`src/hdl/ale_pkg.sv`:
```
// ale_pkg: shared types and constants for the label encoder
// no dependencies; used by ale_ctrl, ale_dp and apn_label_encoder
package ale_pkg;

  // character codes
  localparam logic [7:0] DOT_CHAR = 8'h2E;
  localparam logic [7:0] NUL_CHAR = 8'h00;

  // most bytes a single request may produce
  localparam int MAX_RESULTS = 64;

  // controller states
  typedef enum logic [1:0] {
    ST_IDLE,
    ST_LEN,
    ST_DATA,
    ST_TRAIL
  } ale_state_t;

  // which byte the datapath loads into the output register
  typedef enum logic [1:0] {
    EM_NONE,
    EM_LEN,
    EM_DATA,
    EM_TRAIL
  } ale_emit_t;

  // controller to datapath
  typedef struct packed {
    logic      take;
    ale_emit_t emit;
  } ale_cmd_t;

  // datapath to controller
  typedef struct packed {
    logic label_end;
    logic cnt_zero;
    logic trail;
    logic data_end;
    logic out_free;
  } ale_stat_t;

endpackage

```
`src/hdl/ale_if.sv`:
```
// ale_in_if / ale_out_if: valid-ready channels of the label encoder
// no dependencies
interface ale_in_if;
  logic       valid;
  logic       ready;
  logic [7:0] char_byte;
  logic       name_last;

  modport source (output valid, output char_byte, output name_last, input ready);
  modport sink (input valid, input char_byte, input name_last, output ready);
endinterface

interface ale_out_if;
  logic       valid;
  logic       ready;
  logic [7:0] out_byte;
  logic       is_length;
  logic       run_last;
  logic       name_done;
  logic       overflow;

  modport source (output valid, output out_byte, output is_length, output run_last,
                  output name_done, output overflow, input ready);
  modport sink (input valid, input out_byte, input is_length, input run_last,
                input name_done, input overflow, output ready);
endinterface

```
`src/hdl/ale_ram.sv`:
```
// ale_ram: generic single-write, single-read memory with registered read
// no dependencies
module ale_ram #(
  parameter int WIDTH = 8,
  parameter int DEPTH = 64,
  localparam int AW = (DEPTH > 1) ? $clog2(DEPTH) : 1
) (
  input  logic             clk,
  input  logic             we,
  input  logic [AW-1:0]    waddr,
  input  logic [WIDTH-1:0] wdata,
  input  logic [AW-1:0]    raddr,
  output logic [WIDTH-1:0] rdata
);

  logic [WIDTH-1:0] mem [DEPTH];

  // write port and registered read port
  always_ff @(posedge clk) begin
    if (we) begin
      mem[waddr] <= wdata;
    end
    rdata <= mem[raddr];
  end

endmodule

```
`src/hdl/ale_ctrl.sv`:
```
// ale_ctrl: state machine that sequences accept, length, content and trailing bytes
// depends on ale_pkg
module ale_ctrl (
  input  logic               clk,
  input  logic               rst,
  input  logic               in_valid,
  output logic               in_ready,
  input  ale_pkg::ale_stat_t stat,
  output ale_pkg::ale_cmd_t  cmd
);

  ale_pkg::ale_state_t state, state_next;

  // state register
  always_ff @(posedge clk) begin
    if (rst) begin
      state <= ale_pkg::ST_IDLE;
    end else begin
      state <= state_next;
    end
  end

  // next state and commands
  always_comb begin
    state_next = state;
    in_ready   = 1'b0;
    cmd.take   = 1'b0;
    cmd.emit   = ale_pkg::EM_NONE;
    case (state)
      ale_pkg::ST_IDLE: begin
        in_ready = 1'b1;
        if (in_valid) begin
          cmd.take = 1'b1;
          if (stat.label_end) begin
            state_next = ale_pkg::ST_LEN;
          end
        end
      end
      ale_pkg::ST_LEN: begin
        if (stat.out_free) begin
          cmd.emit = ale_pkg::EM_LEN;
          if (!stat.cnt_zero) begin
            state_next = ale_pkg::ST_DATA;
          end else if (stat.trail) begin
            state_next = ale_pkg::ST_TRAIL;
          end else begin
            state_next = ale_pkg::ST_IDLE;
          end
        end
      end
      ale_pkg::ST_DATA: begin
        if (stat.out_free) begin
          cmd.emit = ale_pkg::EM_DATA;
          if (stat.data_end) begin
            state_next = stat.trail ? ale_pkg::ST_TRAIL : ale_pkg::ST_IDLE;
          end
        end
      end
      ale_pkg::ST_TRAIL: begin
        if (stat.out_free) begin
          cmd.emit   = ale_pkg::EM_TRAIL;
          state_next = ale_pkg::ST_IDLE;
        end
      end
      default: begin
        state_next = ale_pkg::ST_IDLE;
      end
    endcase
  end

  // a label-ending request always starts a run with its length byte
  a_end_starts_run: assert property (@(posedge clk) disable iff (rst)
    (cmd.take && stat.label_end) |=> (state == ale_pkg::ST_LEN))
    else $error("label end not followed by length state");

  // no byte is loaded over one the sink has not yet taken
  a_emit_needs_room: assert property (@(posedge clk) disable iff (rst)
    (cmd.emit != ale_pkg::EM_NONE) |-> stat.out_free)
    else $error("output register overwritten");

  // after a run the block returns to taking characters
  a_trail_to_idle: assert property (@(posedge clk) disable iff (rst)
    (cmd.emit == ale_pkg::EM_TRAIL) |=> (state == ale_pkg::ST_IDLE))
    else $error("trailing byte not followed by idle");

endmodule

```
`src/hdl/ale_dp.sv`:
```
// ale_dp: label buffer, counters, run registers and output register
// depends on ale_pkg, ale_if (ale_out_if) and ale_ram
module ale_dp #(
  parameter int MAX_LABEL = 63
) (
  input  logic               clk,
  input  logic               rst,
  input  logic [7:0]         char_byte,
  input  logic               name_last,
  input  ale_pkg::ale_cmd_t  cmd,
  output ale_pkg::ale_stat_t stat,
  ale_out_if.source          dout
);

  localparam int CW = $clog2(MAX_LABEL + 1);
  localparam int AW = (MAX_LABEL > 1) ? $clog2(MAX_LABEL) : 1;

  logic [CW-1:0] label_count;
  logic          label_ovf;
  logic [CW-1:0] run_cnt;
  logic          run_ovf;
  logic          run_done;
  logic          run_trail;
  logic [CW-1:0] rd_idx, rd_idx_next;
  logic          out_valid;
  logic [7:0]    out_byte;
  logic          out_is_len;
  logic          out_last;
  logic          out_done;
  logic          out_ovf;

  logic          is_dot, is_nul, is_content, room;
  logic [CW-1:0] cnt_after;
  logic          ovf_after;
  logic          trail_raw, over_budget, trail_ok;
  logic          wr_en;
  logic [7:0]    rdata;
  logic          data_end;

  // character classification and label bookkeeping
  always_comb begin
    is_dot      = (char_byte == ale_pkg::DOT_CHAR);
    is_nul      = (char_byte == ale_pkg::NUL_CHAR);
    is_content  = !is_dot && !is_nul;
    room        = (label_count < CW'(MAX_LABEL));
    cnt_after   = (is_content && room) ? label_count + CW'(1) : label_count;
    ovf_after   = label_ovf | (is_content & !room);
    trail_raw   = is_dot & name_last;
    over_budget = ((16'(cnt_after) + 16'd2) > 16'(ale_pkg::MAX_RESULTS));
    trail_ok    = trail_raw & !over_budget;
    wr_en       = cmd.take & is_content & room;
  end

  // label buffer
  ale_ram #(
    .WIDTH (8),
    .DEPTH (MAX_LABEL)
  ) u_store (
    .clk   (clk),
    .we    (wr_en),
    .waddr (label_count[AW-1:0]),
    .wdata (char_byte),
    .raddr (rd_idx_next[AW-1:0]),
    .rdata (rdata)
  );

  // read pointer runs one address ahead so rdata matches rd_idx
  always_comb begin
    data_end    = (rd_idx == run_cnt - CW'(1));
    rd_idx_next = rd_idx;
    if (cmd.emit == ale_pkg::EM_DATA) begin
      rd_idx_next = data_end ? '0 : rd_idx + CW'(1);
    end else if (cmd.emit == ale_pkg::EM_LEN) begin
      rd_idx_next = '0;
    end
  end

  // status to the controller
  always_comb begin
    stat.label_end = is_dot | is_nul | name_last;
    stat.cnt_zero  = (run_cnt == '0);
    stat.trail     = run_trail;
    stat.data_end  = data_end;
    stat.out_free  = !out_valid | dout.ready;
  end

  // label counters and run registers
  always_ff @(posedge clk) begin
    if (rst) begin
      label_count <= '0;
      label_ovf   <= 1'b0;
      rd_idx      <= '0;
    end else begin
      rd_idx <= rd_idx_next;
      if (cmd.take) begin
        if (stat.label_end) begin
          label_count <= '0;
          label_ovf   <= 1'b0;
        end else begin
          label_count <= cnt_after;
          label_ovf   <= ovf_after;
        end
      end
    end
  end

  always_ff @(posedge clk) begin
    if (cmd.take && stat.label_end) begin
      run_cnt   <= cnt_after;
      run_ovf   <= ovf_after | (trail_raw & over_budget);
      run_done  <= (is_nul | name_last) & !trail_ok;
      run_trail <= trail_ok;
    end
  end

  // output register valid
  always_ff @(posedge clk) begin
    if (rst) begin
      out_valid <= 1'b0;
    end else if (cmd.emit != ale_pkg::EM_NONE) begin
      out_valid <= 1'b1;
    end else if (dout.ready) begin
      out_valid <= 1'b0;
    end
  end

  // output register payload
  always_ff @(posedge clk) begin
    case (cmd.emit)
      ale_pkg::EM_LEN: begin
        out_byte   <= 8'(run_cnt);
        out_is_len <= 1'b1;
        out_last   <= (run_cnt == '0) & !run_trail;
        out_done   <= run_done;
        out_ovf    <= run_ovf;
      end
      ale_pkg::EM_DATA: begin
        out_byte   <= rdata;
        out_is_len <= 1'b0;
        out_last   <= data_end & !run_trail;
        out_done   <= run_done;
        out_ovf    <= run_ovf;
      end
      ale_pkg::EM_TRAIL: begin
        out_byte   <= 8'd0;
        out_is_len <= 1'b1;
        out_last   <= 1'b1;
        out_done   <= 1'b1;
        out_ovf    <= 1'b0;
      end
      default: begin
        out_byte   <= out_byte;
        out_is_len <= out_is_len;
        out_last   <= out_last;
        out_done   <= out_done;
        out_ovf    <= out_ovf;
      end
    endcase
  end

  assign dout.valid     = out_valid;
  assign dout.out_byte  = out_byte;
  assign dout.is_length = out_is_len;
  assign dout.run_last  = out_last;
  assign dout.name_done = out_done;
  assign dout.overflow  = out_ovf;

  // the buffer fill never passes its depth
  a_count_bound: assert property (@(posedge clk) disable iff (rst)
    label_count <= CW'(MAX_LABEL))
    else $error("label count beyond buffer depth");

  // content reads stay inside the current label
  a_read_in_label: assert property (@(posedge clk) disable iff (rst)
    (cmd.emit == ale_pkg::EM_DATA) |-> (rd_idx < run_cnt))
    else $error("content read past label end");

  // a trailing empty label only follows a run that asked for one
  a_trail_flag: assert property (@(posedge clk) disable iff (rst)
    (cmd.emit == ale_pkg::EM_TRAIL) |-> run_trail)
    else $error("unexpected trailing label");

endmodule

```
`src/hdl/apn_label_encoder.sv`:
```
// apn_label_encoder: dotted name to length-prefixed label stream
// depends on ale_pkg, ale_if, ale_ram, ale_ctrl and ale_dp
//
//   channel  dir  payload                                           handshake
//   din      in   char_byte[7:0], name_last                         valid/ready
//   dout     out  out_byte[7:0], is_length, run_last, name_done,    valid/ready
//                 overflow
//
// a content character without name_last is taken while idle and gives no output
// a label-ending character is taken while idle, then its run goes out one byte a cycle
//   while the sink is ready: length byte, count content bytes, one more for a trailing dot
// the label buffer has one write and one registered read port, which sets the replay pace
// din.ready is low while a run is being sent; dout stalls hold the output register
// rst is synchronous; afterwards the buffer is empty and din.ready is high
module apn_label_encoder #(
  parameter int MAX_LABEL = 63
) (
  input  logic      clk,
  input  logic      rst,
  ale_in_if.sink    din,
  ale_out_if.source dout
);

  ale_pkg::ale_cmd_t  cmd;
  ale_pkg::ale_stat_t stat;
  logic               in_ready;

  assign din.ready = in_ready;

  ale_ctrl u_ctrl (
    .clk      (clk),
    .rst      (rst),
    .in_valid (din.valid),
    .in_ready (in_ready),
    .stat     (stat),
    .cmd      (cmd)
  );

  ale_dp #(
    .MAX_LABEL (MAX_LABEL)
  ) u_dp (
    .clk       (clk),
    .rst       (rst),
    .char_byte (din.char_byte),
    .name_last (din.name_last),
    .cmd       (cmd),
    .stat      (stat),
    .dout      (dout)
  );

endmodule
```
`src/flat_wrapper.sv`:
```
// flat-port wrapper written by rule: the top's interface ports become plain ports
module apn_label_encoder_flat 
#(
  parameter int MAX_LABEL = 63
)
  (clk, rst, din_valid, din_char_byte, din_name_last, din_ready, dout_valid, dout_out_byte, dout_is_length, dout_run_last, dout_name_done, dout_overflow, dout_ready);
  ale_in_if din_i ();
  ale_out_if dout_i ();
  input  logic clk;
  input  logic rst;
  input wire logic [$bits(din_i.valid)-1:0] din_valid;
  input wire logic [$bits(din_i.char_byte)-1:0] din_char_byte;
  input wire logic [$bits(din_i.name_last)-1:0] din_name_last;
  output wire logic [$bits(din_i.ready)-1:0] din_ready;
  output wire logic [$bits(dout_i.valid)-1:0] dout_valid;
  output wire logic [$bits(dout_i.out_byte)-1:0] dout_out_byte;
  output wire logic [$bits(dout_i.is_length)-1:0] dout_is_length;
  output wire logic [$bits(dout_i.run_last)-1:0] dout_run_last;
  output wire logic [$bits(dout_i.name_done)-1:0] dout_name_done;
  output wire logic [$bits(dout_i.overflow)-1:0] dout_overflow;
  input wire logic [$bits(dout_i.ready)-1:0] dout_ready;
  assign din_i.valid = din_valid;
  assign din_i.char_byte = din_char_byte;
  assign din_i.name_last = din_name_last;
  assign din_ready = din_i.ready;
  assign dout_valid = dout_i.valid;
  assign dout_out_byte = dout_i.out_byte;
  assign dout_is_length = dout_i.is_length;
  assign dout_run_last = dout_i.run_last;
  assign dout_name_done = dout_i.name_done;
  assign dout_overflow = dout_i.overflow;
  assign dout_i.ready = dout_ready;
  apn_label_encoder #(.MAX_LABEL(MAX_LABEL)) u_core (.clk(clk), .rst(rst), .din(din_i), .dout(dout_i));
endmodule
```
`config.mk`:
```
export PLATFORM = sky130hd
export DESIGN_NAME = apn_label_encoder_flat
export DESIGN_NICKNAME = d
export VERILOG_FILES = /design/src/hdl/ale_pkg.sv /design/src/hdl/ale_if.sv /design/src/hdl/ale_ram.sv /design/src/hdl/ale_ctrl.sv /design/src/hdl/ale_dp.sv /design/src/hdl/apn_label_encoder.sv /design/src/flat_wrapper.sv
export SDC_FILE = /design/constraint.sdc
export NUM_CORES = 1
export LEC_CHECK = 0
export BUFFER_PORTS_ARGS = -buffer_cell sky130_fd_sc_hd__buf_2
export CAP_MARGIN = 20
export CORE_MARGIN = 2
export CORE_UTILIZATION = 40
export DETAILED_ROUTE_END_ITERATION = 12
export GPL_TIMING_DRIVEN = 0
export SLEW_MARGIN = 20
export SYNTH_ARGS = -nofsm -noshare
export SYNTH_HDL_FRONTEND = slang
export SYNTH_HIERARCHICAL = 1
export SYNTH_SLANG_ARGS = --single-unit
```
`constraint.sdc`:
```
create_clock -name clk -period 7.5 [get_ports clk]
set_input_delay 1.875 -clock clk [delete_from_list [all_inputs] [get_ports clk]]
set_output_delay 1.875 -clock clk [all_outputs]
set_load 0.005 [all_outputs]
```
Yosys cells after proc, flatten, opt, wreduce, memory -nomap -nowiden
Memory sizes are Yosys's and may differ from the RTL's. A register that Yosys moved wholly into a read port is not among the register bits.
Cells that the tools add are included.

storage, ports and cells
  input bits = 13
  word-level logic and storage cells = 102
  bits in registers = 37
  output and inout port bits = 14
  memories kept = 1
  RAM bits = 504

memory list
  memory                   depth  width  rd ports  clocked after Yosys merged registers in  wr ports  line           RTL
  u_core.u_dp.u_store.mem  63     8      1         1                                        1         ale_ram.sv:16  logic [WIDTH-1:0] mem [DEPTH];

operators by class
  $lt $le $gt $ge = 2
  bitwise logic cells = 15
  multiplexer cells = 31
  $add $sub $neg = 4
  equality and inequality tests = 14
  reductions and logical operators = 21

operator list
  operator                                               number
  2-to-1 mux 6 bit                                       5
  case mux 8 bit (3 select lines)                        1
  2-to-1 mux 2 bit                                       10
  adder 6 x 1 -> 6 bit (second input constant)           2
  AND 1 bit                                              9
  2-to-1 mux 1 bit                                       9
  equality test 2 bit (second input constant)            4
  equality test 8 x 6 -> 1 bit (second input constant)   1
  zero test 8 bit                                        1
  case mux 2 bit (4 select lines)                        1
  nonzero test 2 bit                                     4
  adder 6 x 2 -> 7 bit (second input constant)           1
  greater-than comparator 7 bit (second input constant)  1
  zero test 1 bit                                        7
  equality test 6 bit                                    1
  zero test 6 bit                                        1
  less-than comparator 6 bit (second input constant)     1
  != test 2 x 1 -> 1 bit (second input constant)         3
  != test 2 bit (second input constant)                  3
  OR 1 bit                                               6
  case mux 1 bit (2 select lines)                        3
  case mux 2 bit (3 select lines)                        1
  AND reduction 6 bit                                    1
  subtractor 6 x 1 -> 6 bit (second input constant)      1
  other kinds (6)                                        10

Depth between registers and ports, before layout
  word-level depth = 11
  gate-level depth with buffers = 17
  depth with buffers taken out = 13

Modules after synthesis
Netlist, hierarchy kept.

by module, submodules not included
  module    cells an instance  seq. area each (sq um)  instances  area each (sq um)
  ale_ram   949                15294.7                 1          19806.5
  ale_dp    210                910.9                   1          1971.9
  ale_ctrl  19                 40.0                    1          171.4

Worst setup path before layout
Ideal clock, no wire load.

  kind = in2reg
  from = in dout_ready
  to = reg u_core.u_dp.u_store.rdata[4], read port of u_core.u_dp.u_store.mem
  stages on the path = 12
  slack = 2876 ps
  data arrival time = 4492 ps
  path through = nand2b_1 and2_2 nor2b_1 a21boi_1 a22o_1 buf_2 clkbuf_1 mux4_2 a221oi_1 o21ai_0 nand3_1 o311ai_1

RTL lines
  element             line                RTL
  start: declaration  flat_wrapper.sv:21  input wire logic [$bits(dout_i.ready)-1:0] dout_ready;
  end: declaration    ale_ram.sv:13       output logic [WIDTH-1:0] rdata

==> metrics.md <==
| Metric | Value |
|---|---|
| Internal | `5.041 mW` |
| Multiplexer share of the synthesized area | `13.34%` |
| Setup TNS | `0 ns` |
| Vert. Die Dim | `238.3 um` |
| Library cells used by synthesis | `69` |
| Switch share | `20.83%` |
| First-pass GRT wire length | `78.37 mm` |
| Worst Path Max Fanout | `10` |
| Slew Viols, Final | `0` |
| Hold Path Stages | `2` |
| Drt first pass iters | `5` |
| Most frequent cells in the layout | `edfxtp_1 (525), mux4_2 (115), nor2_1 (79), clkbuf_16 (55), nand2_1 (55)` |
| Post-synthesis sequential area ratio | `74.01%` |
| Crit path kind | `primary input to flip-flop` |
| Syn nets | `1195` |
| Worst vdd ir | `0.1510 mV` |
| Largest net degree at the start of global routing | `66` |
| DIE WIDTH | `238.3 um` |
| Ys async rst share | `0%` |
| Worst R2R Path Depth | `15` |
| Final Hold Slack | `0.5237 ns` |
| PortBufs | `26` |
| Total grt overflow | `0` |
| Design Area, Final | `24700 um^2` |
| Synth Area in Simple Gates | `5.774%` |
| Most common cell after layout, fill and taps aside | `edfxtp_1` |
| Crit share post-route | `77.46%` |
| Tightest Pin Transition | `1.080 ns` |
| Final setup fails | `0` |
| Routed WL per cell | `27.18 um` |
| Psw | `1.326 mW` |
| Clock network power share | `41.6%` |
| Cell leakage power | `7.526 nW` |
| Area Growth Syn to Fin | `12.54%` |
| Initial antenna violation count | `0` |
| CTS root buf | `clkbuf_16` |
| Post-synthesis xor/xnor area fraction | `0.3591%` |
| Gpl congestion | `0.8687` |
| Sequential Area | `16250 um^2` |
| Reg2reg start | `u_core/u_dp/run_cnt[0]` |
| Crit path launch type | `primary input` |
| Arr. time, crit path | `6.25 ns` |
| CTS tree | `yes` |
| H-Tree Depth | `2` |
| Sink Count | `549` |
| Post-CTS Setup Bufs | `0` |
| Die Area | `56770 um^2` |
| Syn Inst Count | `1178` |
| Area of the multi-input gates | `5331 um^2` |
| Yosys warning count | `6` |
| Total Routing Usage GR | `19.37%` |
| Hold path start | `u_core/u_dp/rd_idx[5]` |
| # DRC | `0` |
| Initial Utilization | `40.63%` |
| Req. time, crit path | `7.94 ns` |
| Site Rows | `85` |
| Post-route antenna net violation count | `0` |
| Clock Path Buffers | `3` |
| RSZ-0062 raised after global routing | `false` |
| Post-synthesis cell area | `21950 um^2` |
| CTS clk-pin slew, worst paths | `0.06 ns` |
| Proportion of layout cells with a drive suffix above 1 | `20.43%` |
| R2R Path End | `u_core/u_dp/u_store/rdata[6]` |
| Compound-cell area share of the yosys netlist | `4.543%` |
| Largest family of logic cells by synthesized area | `multiplexers` |
| Reg power frac | `53.3%` |
| Slew margin rel. | `28.02%` |
| Max Cap Viol | `0` |
| Inserted Clock Buffers | `54` |
| Final Hold Fails | `0` |
| Combinational share of power | `5.1%` |
| Final #Nets | `1278` |
| Post-DP Area | `22990 um^2` |
| Via count | `11700` |
| Total wire length | `54.31 mm` |
| CP Capture Type | `flip-flop` |
| Cell area power density | `257.8 nW/um^2` |
| Worst hold endpoint | `u_core/u_dp/rd_idx[5]` |
| Antenna Cells | `0` |
| I/O pin count | `27` |
| EDFF count, synth | `525` |
| CTS resizes | `0` |
| Synth Area in Adders | `0.2280%` |
| Reg2reg setup slack | `2.49 ns` |
| DP HPWL | `34.08 mm` |
| Final min period | `5.810 ns` |
| #FFs+latches synth | `549` |
| Vias/cell | `5.856` |
| Clock skew | `0.01990 ns` |
| Most common flop cell mapped by yosys | `edfxtp_1` |
| Cts-stage hold buffer count | `0` |
| Synthesized area per cell | `18.63 um^2` |
| Fill cells | `4581` |
| Status | `finished, final reports clean` |
| Fmax | `172.1 MHz` |
| Core Footprint | `54030 um^2` |
| Worst skew pair latency | `0.60 ns` |
| Vias in the first global route | `11423` |
| Design Power | `6.368 mW` |
| Worst hold path type | `flip-flop to flip-flop` |
| DRT iter0 DRCs | `1295` |
cells in the mapped netlist, types with 2 or more instances:
| cell | n | area share [%] |
|---|---|---|
| nand4_1 | 5 | 0.14 |
| nor4_1 | 2 | 0.057 |
| and2_1 | 10 | 0.29 |
| mux2_2 | 6 | 0.31 |
| nor3_1 | 11 | 0.25 |
| or4b_1 | 2 | 0.091 |
| o21ai_0 | 12 | 0.27 |
| a22oi_1 | 15 | 0.51 |
| dfxtp_1 | 24 | 2.2 |
| a221o_1 | 2 | 0.091 |
| a31oi_1 | 5 | 0.14 |
| mux4_2 | 115 | 12 |
| ha_1 | 4 | 0.23 |
| xor2_1 | 5 | 0.20 |
| a21boi_1 | 2 | 0.068 |
| a211oi_1 | 3 | 0.10 |
| edfxtp_1 | 525 | 72 |
| nor2_1 | 79 | 1.4 |
| o311ai_1 | 4 | 0.16 |
| o311ai_0 | 3 | 0.12 |
| inv_1 | 12 | 0.21 |
| or3b_2 | 2 | 0.080 |
| nand3b_1 | 6 | 0.21 |
| buf_2 | 9 | 0.21 |
| buf_6 | 7 | 0.36 |
| a41oi_1 | 2 | 0.080 |
| nand3_1 | 31 | 0.71 |
| clkbuf_1 | 35 | 0.60 |
| mux2i_1 | 27 | 1.2 |
| a21oi_1 | 25 | 0.57 |
| nor2b_1 | 18 | 0.51 |
| a22o_1 | 12 | 0.48 |
| nand2_1 | 55 | 0.94 |
| o221a_2 | 4 | 0.21 |
| o31ai_1 | 2 | 0.068 |
| xnor2_1 | 4 | 0.16 |
| o211ai_1 | 10 | 0.34 |
| o21a_1 | 2 | 0.068 |
| buf_4 | 8 | 0.27 |
| o22ai_1 | 6 | 0.17 |
| nand2b_1 | 12 | 0.34 |
| a21o_1 | 2 | 0.068 |
| a221oi_1 | 5 | 0.20 |
| and3_1 | 5 | 0.14 |
| o21ai_1 | 19 | 0.43 |
layout make-up:
type / instances / area share, %
buffer: 61 / 1.357
clock buffer: 70 / 5.921
inverter: 13 / 0.1975
multi-input combinational: 555 / 21.58
tap: 696 / 3.525
sequential: 549 / 65.77
clock inverter: 27 / 1.013
timing repair buffer: 27 / 0.6382
logic make-up after synthesis:
kind of cell	count (synthesis)
compound gates	143
flops	549
buf+inv	74
fa+ha+maj	4
mux	148
xor+xnor	9
simple gates	251
metal layers:
layer  GRT usage, %  vias to the layer above  wire, um
met5              0                        -         0
met4          5.682                        0      1492
met3          3.494                       90      4845
met2          30.25                      562     25220
met1          27.98                     6102     22750
li1               -                     4946         -
flip-flops by register name, summed over array words and instances, names as in the netlist, 2 cells and up:
name	flops
u_core/u_dp/rd_idx	6
u_core/u_dp/u_store/mem	504
u_core/u_dp/u_store/rdata	8
u_core/u_dp/run_cnt	6
u_core/u_ctrl/state	2
u_core/u_dp/dout.out_byte	8
u_core/u_dp/label_count	6
metrics by stage:
step / utilization (%) / setup slack [ns] / instances
after floorplan: - / 2.876 / 1178
after global routing: 45.72 / 1.524 / 1998
after detailed placement: 42.55 / 1.202 / 1901
after global placement: 42.48 / 1.213 / 1900
final: 45.72 / 1.690 / 1998
after CTS: 45.72 / 1.835 / 1998
power by group through the flow:
stage | clock, mW | sequential [mW] | combinational, mW
after floorplan | 0 | 3.46 | 0.186
after global placement | 0 | 3.46 | 0.323
after detailed placement | 0 | 3.46 | 0.330
after CTS | 2.70 | 3.39 | 0.331
after global routing | 2.81 | 3.39 | 0.349
final | 2.65 | 3.39 | 0.328
worst max-delay path by stage:
stage	startpoint	to	slack [ns]
floorplan	dout_ready	u_core/u_dp/u_store/rdata[4]	2.88
global placement	dout_ready	u_core/u_dp/u_store/rdata[0]	1.21
detailed placement	dout_ready	u_core/u_dp/u_store/rdata[0]	1.20
CTS	dout_ready	u_core/u_dp/u_store/rdata[6]	1.83
global route	dout_ready	u_core/u_dp/u_store/rdata[6]	1.52
finish	dout_ready	u_core/u_dp/u_store/rdata[6]	1.69
worst max-delay path, cell delays in order:
cell,delay (ns)
buf_2,0.09
nand2b_1,0.21
and2_2,0.28
nor2b_1,0.20
a21boi_1,0.56
o21ai_1,0.18
nand2_1,0.24
buf_2,0.38
clkbuf_1,0.85
buf_2,0.50
nand2_1,0.08
o21ai_0,0.17
a21oi_1,0.13
o311ai_1,0.49
Note: power is estimated with default switching activity, not from simulation.
